--- src/keyed_session_table_defines.svh ---
// ----------------------------------------------------------------------------
// keyed_session_table assertion macros
// shared concurrent assertion forms for the session table rtl
// ----------------------------------------------------------------------------
`ifndef KEYED_SESSION_TABLE_DEFINES_SVH
`define KEYED_SESSION_TABLE_DEFINES_SVH

// same-cycle implication, checked out of reset
`define KST_ASSERT_NOW(lbl, ante, cons) \
  lbl: assert property (@(posedge clk_i) disable iff (!rst_ni) (ante) |-> (cons)) \
    else $error("keyed_session_table: assertion failed");

// next-cycle implication, checked out of reset
`define KST_ASSERT_NEXT(lbl, ante, cons) \
  lbl: assert property (@(posedge clk_i) disable iff (!rst_ni) (ante) |=> (cons)) \
    else $error("keyed_session_table: assertion failed");

`endif

--- src/kst_pkg.sv ---
// ----------------------------------------------------------------------------
// kst_pkg
// types and constants shared by the session table entries and the top level
// ----------------------------------------------------------------------------
`default_nettype none

package kst_pkg;

  localparam int unsigned KST_ENTRIES = 16;
  localparam int unsigned ID_W        = 64;
  localparam int unsigned STATUS_W    = 8;
  localparam int unsigned KEYNUM_W    = 32;
  localparam int unsigned KEYWORD_W   = 64;
  localparam int unsigned SLOT_W      = 4;
  localparam int unsigned RC_W        = 2;

  localparam logic OP_WRITE = 1'b0;
  localparam logic OP_READ  = 1'b1;

  localparam logic [RC_W-1:0] RC_OK        = 2'd0;
  localparam logic [RC_W-1:0] RC_NO_SPACE  = 2'd1;
  localparam logic [RC_W-1:0] RC_NOT_FOUND = 2'd2;

  typedef enum logic {
    ST_IDLE,
    ST_LOOK
  } kst_state_e;

  // one stored record
  typedef struct packed {
    logic [ID_W-1:0]      client;
    logic [ID_W-1:0]      server;
    logic [STATUS_W-1:0]  status;
    logic [KEYNUM_W-1:0]  key_number;
    logic [KEYWORD_W-1:0] key_word;
  } kst_entry_t;

  // control broadcast from the sequencer to every entry
  typedef struct packed {
    logic hit_load;      // capture compare flags for the beat being accepted
    logic wr_en;         // write the granted entry this cycle
    logic wr_use_match;  // grant follows the match chain, else the free chain
  } kst_ctl_t;

endpackage

`default_nettype wire

--- src/kst_entry.sv ---
// ----------------------------------------------------------------------------
// kst_entry
// one table entry: record storage, key compare and its link in the
// first-hit priority chains
// ----------------------------------------------------------------------------
`default_nettype none

module kst_entry
  import kst_pkg::*;
(
  input  wire logic             clk_i,
  input  wire logic             rst_ni,
  input  wire kst_ctl_t         ctl_i,
  input  wire logic [ID_W-1:0]  client_id_i,
  input  wire logic [ID_W-1:0]  server_id_i,
  input  wire kst_entry_t       wr_data_i,
  input  wire logic             match_chain_i,
  input  wire logic             free_chain_i,
  output      logic             match_chain_o,
  output      logic             free_chain_o,
  output      logic             grant_match_o,
  output      logic             grant_free_o,
  output      kst_entry_t       entry_o
);

  kst_entry_t entry_q;
  logic       match_q;
  logic       free_q;
  logic       wr_sel;

  // flags are taken against the table as it stands when the beat arrives
  always_ff @(posedge clk_i or negedge rst_ni) begin
    if (!rst_ni) begin
      match_q <= 1'b0;
      free_q  <= 1'b0;
    end else if (ctl_i.hit_load) begin
      match_q <= (entry_q.client == client_id_i) && (entry_q.server == server_id_i);
      free_q  <= (entry_q == '0);
    end
  end

  assign grant_match_o = match_q && !match_chain_i;
  assign grant_free_o  = free_q && !free_chain_i;
  assign match_chain_o = match_chain_i || match_q;
  assign free_chain_o  = free_chain_i || free_q;

  assign wr_sel = ctl_i.wr_en && (ctl_i.wr_use_match ? grant_match_o : grant_free_o);

  always_ff @(posedge clk_i or negedge rst_ni) begin
    if (!rst_ni) begin
      entry_q <= '0;
    end else if (wr_sel) begin
      entry_q <= wr_data_i;
    end
  end

  assign entry_o = entry_q;

endmodule

`default_nettype wire

--- config.mk ---
export PLATFORM = sky130hd
export DESIGN_NAME = kst_entry
export DESIGN_NICKNAME = d
export VERILOG_FILES = /design/src/keyed_session_table_defines.svh /design/src/kst_pkg.sv /design/src/kst_entry.sv
export SDC_FILE = /design/constraint.sdc
export NUM_CORES = 1
export LEC_CHECK = 0
export BUFFER_PORTS_ARGS = -buffer_cell sky130_fd_sc_hd__buf_2
export CORE_AREA = 3 3 232 234
export CTS_CLUSTER_SIZE = 16
export DETAILED_ROUTE_END_ITERATION = 10
export DIE_AREA = 0 0 235 237
export GPL_TIMING_DRIVEN = 0
export HOLD_SLACK_MARGIN = 0.1
export PLACE_DENSITY_LB_ADDON = 0.1
export SLEW_MARGIN = 20
export SYNTH_ARGS = -nofsm -noshare
export SYNTH_HDL_FRONTEND = slang
export SYNTH_SLANG_ARGS = --single-unit
--- constraint.sdc ---
create_clock -name clk_i -period 3.8 [get_ports clk_i]
set_input_delay 0.19 -clock clk_i [delete_from_list [all_inputs] [get_ports clk_i]]
set_output_delay 0.19 -clock clk_i [all_outputs]
set_load 0.02 [all_outputs]
Word-level counts from Yosys, hierarchy flattened
Index checks and enable logic that the tools add are counted.
{"block": "totals", "reg_bits": 234, "latchBits": 0, "mem_bits_rw": 0, "romBits": 0, "inputBits": 367, "word_cells": 19, "memories": 0}
{"block": "classes", "add_sub_neg": 0, "mul": 0, "div_mod_pow": 0, "order_cmp": 0, "eq_ne": 2, "shifts": 0, "muxes": 1, "bitwise": 0, "reduce_logical": 9}
{"cell": "232-bit zero test", "count": 1}
{"cell": "64-bit == test", "count": 2}
{"cell": "1-bit logical AND", "count": 4}
{"cell": "1-bit zero test", "count": 2}
{"cell": "1-bit logical OR", "count": 2}
{"cell": "1-bit two-way mux", "count": 1}

Depth between registers and ports, before layout
Gate-level depths: netlist (run 1).
{"block": "logic_depth", "word_depth": 4, "ltp_mapped": 8, "ltp_nobuf": 6}

Least setup slack after synthesis (run 1)
No wires, ideal clock.
{"block": "synth_timing", "kind": "reg2reg", "from": "register entry_q (netlist bit entry_o[171])", "to": "register match_q", "setup_time_ns": 0.095, "t_arrival_ns": 2.155, "required_time_ns": 3.705, "setup_slack_ns": 1.549, "path_stages_with_launch": 7, "path_buffers": 0, "cell_sequence": "dfrtp_1 > nor2b_2 > a2111o_1 > a2111oi_2 > nand4_1 > or4_1 > o32ai_2"}
{"block": "synth_between", "elab_chain_cells": 2}
{"item": "from (decl)", "line_no": "kst_entry.sv:26", "text": "kst_entry_t entry_q;"}
{"item": "from (signal assigned)", "line_no": "kst_entry.sv:53", "text": "entry_q <= wr_data_i;"}
{"item": "64-bit == test", "line_no": "kst_entry.sv:37", "text": "match_q <= (entry_q.client == client_id_i) && (entry_q.server == server_id_i);"}
{"item": "1-bit logical AND", "line_no": "kst_entry.sv:37"}
{"item": "to (signal assigned)", "line_no": "kst_entry.sv:37"}
{"item": "to (decl)", "line_no": "kst_entry.sv:27", "text": "logic match_q;"}
Every way passes these cells.
A chain may end at the register's enable or synchronous reset.

Worst setup path after layout (run 1)
{"block": "layout_timing", "from": "register match_q", "to": "register entry_q (netlist bit entry_o[218])"}
{"block": "layout_between", "elab_chain_cells": 3}
{"item": "1-bit logical AND", "line_no": "kst_entry.sv:42", "text": "assign grant_match_o = match_q && !match_chain_i;"}
{"item": "1-bit two-way mux", "line_no": "kst_entry.sv:47", "text": "assign wr_sel = ctl_i.wr_en && (ctl_i.wr_use_match ? grant_match_o : grant_free_o);"}
{"item": "1-bit logical AND", "line_no": "kst_entry.sv:47"}
Every way passes these cells.

==> results of run 1 <==
[sequential cells by signal (all words and copies together) (netlist names)]
register / count
entry_o: 232
free_q: 1
match_q: 1
[cell type report]
type / count / area [um^2]
antenna: 14 / 35.0
buffer: 26 / 100
clock buffer: 42 / 845
clock inverter: 11 / 61.3
fill: 5408 / 34200
inverter: 60 / 225
multi-input combinational: 513 / 4640
sequential: 234 / 5860
tap: 688 / 861
timing repair buffer: 838 / 5420
[routing by layer]
metal	GRT usage, %	share of wire [%]	vias to the layer above
li1	-	-	4843
met1	25.4	40	5175
met2	38.3	51	396
met3	5.40	6.9	62
met4	5.19	2.2	10
met5	0	0.11	-
[placed cells by master, fill, tap and decap left out, types with 3 or more instances in the layout]
master         Yosys  layout
xnor2_1           32      32
nor3_1             4       4
o22ai_1           20      20
o221ai_1           3       3
nor2_1             3       3
mux2_2           232     232
o2111ai_1          5       5
inv_1             60      60
dfrtp_1          234     234
buf_2              2     603
clkbuf_16          0      29
nand2b_1          13      13
xor2_1            31      31
nand4_1           27      27
a221o_1            3       3
nor4_1            77      76
clkbuf_8           0       7
a2111o_1           9       9
diode_2            0      14
clkinv_2           0       9
dlygate4sd3_1      0     234
clkbuf_1          24      30
nor2b_1           29      29
[worst max-delay path by stage]
stage / cells after the start / slack [ps] / from / endpoint
floorplan: 6 / 1550 / entry_o[171]$_DFFE_PN0P_ / match_q$_DFFE_PN0P_
global placement: 1 / -2330 / rst_ni / entry_o[100]$_DFFE_PN0P_
global route: 8 / 300 / match_q$_DFFE_PN0P_ / entry_o[210]$_DFFE_PN0P_
detailed placement: 8 / 360 / match_q$_DFFE_PN0P_ / entry_o[218]$_DFFE_PN0P_
finish: 8 / 690 / match_q$_DFFE_PN0P_ / entry_o[218]$_DFFE_PN0P_
CTS: 8 / 340 / match_q$_DFFE_PN0P_ / entry_o[218]$_DFFE_PN0P_
[cells by family (layout without fill, tap and decap cells)]
family | after synthesis | count (layout) | synth area share [%]
xor+xnor | 63 | 63 | 5.10
simple gates | 164 | 164 | 9.39
flops | 234 | 234 | 54.1
buf+inv | 86 | 977 | 3.01
other cells | 0 | 14 | 0
compound gates | 53 | 53 | 4.11
mux | 233 | 233 | 24.2
[timing repair]
item / CTS / global route
hold buffers: 234 / 0
setup endpoints to repair: 0 / 0
endpoints found under the hold margin: 309 / 0
[worst reg2reg max path: stages, from the launching register on]
cell and delay, ps:
dfrtp_1 400, inv_1 130, nor2_1 100, mux2i_1 120, nand2b_1 120, clkbuf_1 300, clkbuf_1 630, clkbuf_1 750
mux2_2 440
[per-stage QoR]
stage / hold WS, ps / std cells / setup WS, ps
2_1_floorplan: -106 / 833 / 1550
3_3_place_gp: 421 / 2123 / -2330
3_5_place_dp: 241 / 2125 / 363
4_1_cts: 183 / 2412 / 344
5_1_grt: 195 / 2417 / 303
6_report: 186 / 2426 / 690
[power breakdown]
part / switching [W] / internal [W] / leakage (nW)
clock: 0.00114 / 0.00153 / 0.455
sequential: 0.000361 / 0.00274 / 3.06
combinational: 0.000932 / 0.000805 / 5.65
==> metrics.yaml, run 1 <==
status: "finished, final reports clean"
totalPowerFinal_w: 0.00751
die_y_um: 237
rsz0062_at_grt: "no"
dieArea_um2: 55700
cts_resized: 0
post_cts_buffers: 0
antenna_found_initial: 20
timing.critical_path.from_type: "register"
synth_area_leaders: "dfrtp_1 (54%), mux2_2 (24%), nor4_1 (4.5%)"
whs_path_depth: 6
ys.flop_type: "dfrtp_1"
async_flop_share_pct: 100
syn_to_final_growth_pct: 66.8
clock_sinks: 234
ir_worst_vdd_mv: 0.256
yosysWarningCount: 0
nets: 2069
synth_cell_types: 35
fin_skew_ps: 23.1
firstDrtPassIters: 6
postRouteAntennaNets: 0
wl_um: 61300
synth_top_cell_by_area: "dfrtp_1"
worstPathMaxFanout: 10
syn_inst: 833
fin_util_pct: 34.5
setup_violations: 0
drtIter0Drc: 317
hp-start: "server_id_i[13]"
boundaryPins: 603
gp_congestion: 0.838
finalSetupTns_ps: 0
rrSetupSlack_ps: 690
cpMaxStageDelayCell: "clkbuf_1"
track_usage_pct: 21.3
drv_slew: 0
fp.coreArea_um2: 52200
syn_avg_cell_area_um2: 13.0
crit_buf_inv: 4
crit_type: "reg2reg"
holdPathEnd: "match_q$_DFFE_PN0P_"
grt_max_degree: 85
grt_pass1_wl_um: 85800
cap_violations: 0
crit_path_frequent_cell: "clkbuf_1"
drive_above_1_share_pct: 51.7
yosysMostFrequentCell: "dfrtp_1"
synth-seq-cells: 234
critPathCaptureType: "register"
min_period_ps: 3110
synth_seq_area_share_pct: 54.1
relSlewSlack_pct: 25.7
crit_chain: "inv_1, nor2_1, mux2i_1, nand2b_1, clkbuf_1, clkbuf_1, clkbuf_1, mux2_2"
hp-class: "in2reg"
synth_edf_count: 0
drt-vias-per-instance: 4.32
synth_commonest_cells: "dfrtp_1 (234), mux2_2 (232), nor4_1 (77), inv_1 (60), xnor2_1 (32)"
path_clk_slew_ps: 60
period_share_pct: 81.8
cts_inserted_buffers: 29
cp_slowest_stage_delay_ps: 750
grt_overflow_total: 0
syn_nets: 1200
synth.top_cell.area_share_pct: 54.1
die_w_um: 235
grt_pass1_vias: 11675
tightest_slew_ps: 1100
post-route-drc-count: 0
p_per_area_nw_per_um2: 416
cpLargestDelayFamily: "buffers and inverters"
clock_insertion_delay_worst_skew_ps: 570
synth_area_um2: 10800
cts_tree: "yes"
cts_root_buf: "clkbuf_16"
leakage_nw: 9.16
clockBufferDepth: 3
hold_violations: 0
r2r_start: "match_q$_DFFE_PN0P_"
place_area_um2: 14800
htree_levels: 1
rows: 84
worst_ep_arrival_time_ps: 3540
portBuffers: 602
start_util_pct: 20.7
routedWlPerCell_um: 25.3
dp_hpwl_um: 51000
crit_required_ps: 4230
stdcell_area_um2: 18000
r2r-end: "entry_o[218]$_DFFE_PN0P_"
ff2ff_path_depth: 8
dr_total_vias: 10486
fmax_ghz: 0.322
Note: power is estimated with default switching activity, not from simulation.
==> run 2, diff against run 1 <==
==> constraint.sdc (replaced) <==
create_clock -name clk_i -period 2.6 [get_ports clk_i]
set_input_delay 0.13 -clock clk_i [delete_from_list [all_inputs] [get_ports clk_i]]
set_output_delay 0.13 -clock clk_i [all_outputs]
set_load 0.02 [all_outputs]
==> run 2 against run 1 <==
Against the previous run:
- sequential share of layout area shrank 0.17 points
- register-to-register slack got worse by 590 ps
- core utilization up 0.19 points
- non-clock buffer count shrank 1
- first-iteration DRC count increased by 16%
- count of clock-buffer cells in the layout unchanged
- power increased by 46%
- setup slack lost 590 ps
- final cell count barely moved
- critical path depth shrank 2
- hold slack got worse by 55 ps
- sequential cell count did not move
- critical path type unchanged
- largest power group unchanged
==> metrics.yaml, run 2 (synthesized netlist as in run 1, its figures left out) <==
grt_max_degree: 85  # unchanged
p_per_area_nw_per_um2: 606  # +45%
dp_hpwl_um: 51000  # unchanged
cts_inserted_buffers: 29  # unchanged
final_cell_mix: "buf_2 (603), dlygate4sd3_1 (234), dfrtp_1 (233)"
cap_violations: 0  # unchanged
drv_slew: 0  # unchanged
hp-class: "in2reg"
final_cells: 2425  # -0.041%
fin_skew_ps: 20.6  # -2.52 ps
critPathCaptureType: "register"
place_inst: 2125  # unchanged
r2r-end: "match_q$_DFFE_PN0P_"
antenna_found_initial: 20  # unchanged
period_share_pct: 96.3  # +14 points
clockBufferDepth: 3  # unchanged
dr_total_vias: 10488  # +0.019%
crit_end: "match_q$_DFFE_PN0P_"
clock_sinks: 234  # unchanged
rows: 84  # unchanged
cts_tree: "yes"
fp.coreArea_um2: 52200  # unchanged
hold_violations: 0  # unchanged
crit_type: "reg2reg"
stdcell_area_um2: 18100  # +0.56%
portBuffers: 602  # unchanged
rrSetupSlack_ps: 100  # -590 ps
rsz0062_at_grt: "no"
crit_required_ps: 3060  # -1170 ps
wl_met1_um: 24400  # -0.21%
final_common_cell: "buf_2"
grt_pass1_vias: 11659  # -0.14%
drt-vias-per-instance: 4.32  # about the same
htree_levels: 1  # unchanged
gp_congestion: 0.838  # unchanged
route.met3.wl_um: 4300  # +1.0%
dieArea_um2: 55700  # unchanged
leakage_nw: 9.22  # +0.64%
place_area_um2: 14800  # unchanged
drive_above_1_share_pct: 53.3  # +1.6 points
tightest_slew_ps: 860  # -245 ps
relSlewSlack_pct: 42.2  # +16 points
largest_reg_flops: 232  # unchanged
worst_ep_arrival_time_ps: 2960  # -580 ps
multi_input_area_um2: 4700  # +1.3%
hp-start: "server_id_i[13]"
startpoint: "entry_o[171]$_DFFE_PN0P_"
r2r_start: "entry_o[171]$_DFFE_PN0P_"
fmax_ghz: 0.399  # +24%
ir_worst_vdd_mv: 0.374  # +46%
route.met2.wl_um: 31200  # about the same
highest_layer: "met5"
seq_area_um2: 5860  # about the same
nets: 2068  # -0.048%
setup_violations: 0  # unchanged
routedWlPerCell_um: 25.3  # about the same
fillCellCount: 5389  # -0.35%
boundaryPins: 603  # unchanged
grt_pass1_wl_um: 85800  # about the same
postRouteAntennaNets: 0  # unchanged
min_period_ps: 2500  # -605 ps
post-route-drc-count: 0  # unchanged
grt_overflow_total: 0  # unchanged
die_w_um: 235  # unchanged
syn_to_final_growth_pct: 67.8
path_clk_slew_ps: 60  # about the same
worstPathMaxFanout: 5  # -5
start_util_pct: 20.7  # unchanged
track_usage_pct: 21.3  # about the same
die_y_um: 237  # unchanged
timing.critical_path.from_type: "register"
status: "finished, final reports clean"
cts_root_buf: "clkbuf_16"
drtIter0Drc: 367  # +16%
wl_um: 61300  # about the same
firstDrtPassIters: 4  # -2
ff2ff_path_depth: 6  # -2
clock_insertion_delay_worst_skew_ps: 570  # about the same
==> run 2: changes by cell type in the layout (fill, tap and decap cells not counted), sizes merged <==
cell	delta
clkbuf	-1
==> run 2: through the flow <==
step                      setup slack (ps)  hold WS, ps  setup TNS [ps]  power (W)  util, %
after global routing                 0.833          135               0     0.0116     34.7
after floorplan                        349         -166               0    0.00552        -
final                                 95.6          130               0     0.0110     34.7
after global placement               -3470          361         -891360    0.00688     28.1
after detailed placement              -837          181          -99190    0.00691     28.3
after CTS                             1.66          123               0     0.0112     34.7
==> run 2: timing repair <==
| item | CTS | global route |
|---|---|---|
| hold endpoints to repair | 315 | 0 |
| hold buffers | 234 | 0 |
| setup endpoints to repair | 182 | 2 |
| setup buffers | 0 | 0 |
| cloned | 0 | 0 |
| pin swaps | 1 | 0 |
| resized for setup | 35 | 1 |
==> run 2: worst min-delay path by stage <==
stage | end | slack (ps) | cells past startpoint
after floorplan | entry_o[0]$_DFFE_PN0P_ | -170 | 0
after global placement | entry_o[44]$_DFFE_PN0P_ | 360 | 2
after detailed placement | entry_o[145]$_DFFE_PN0P_ | 180 | 1
after CTS | match_q$_DFFE_PN0P_ | 120 | 6
after global routing | match_q$_DFFE_PN0P_ | 130 | 6
final | match_q$_DFFE_PN0P_ | 130 | 6
==> run 2: layer usage <==
layer | global-route usage, % | up-vias
li1 | - | 4834
met1 | 25.5 | 5198
met2 | 38.2 | 383
met3 | 5.40 | 63
met4 | 5.19 | 10
met5 | 0 | -
==> run 2: layout make-up <==
class | count | area share (%)
Inverter | 60 | 1.24
Antenna cell | 14 | 0.193
Tap cell | 688 | 4.74
Clock inverter | 11 | 0.338
Multi-Input combinational cell | 513 | 25.9
Buffer | 25 | 0.765
Sequential cell | 234 | 32.3
Clock buffer | 42 | 4.65
Timing Repair Buffer | 838 | 29.9
==> run 2: worst max-delay path, cell delays in order (launching register included) <==
cell	delay, ps
dfrtp_2	460
nor2b_2	190
a2111o_1	390
a2111oi_4	350
nand4_1	170
or4_4	570
o32ai_2	260
==> run 2: power by group <==
group	internal, W	leakage (nW)	total [W]	switching (W)
Clock	0.00224	0.455	0.00390	0.00166
Sequential	0.00401	3.06	0.00454	0.000529
Combinational	0.00118	5.71	0.00255	0.00137
Total	0.00743	9.22	0.0110	0.00355
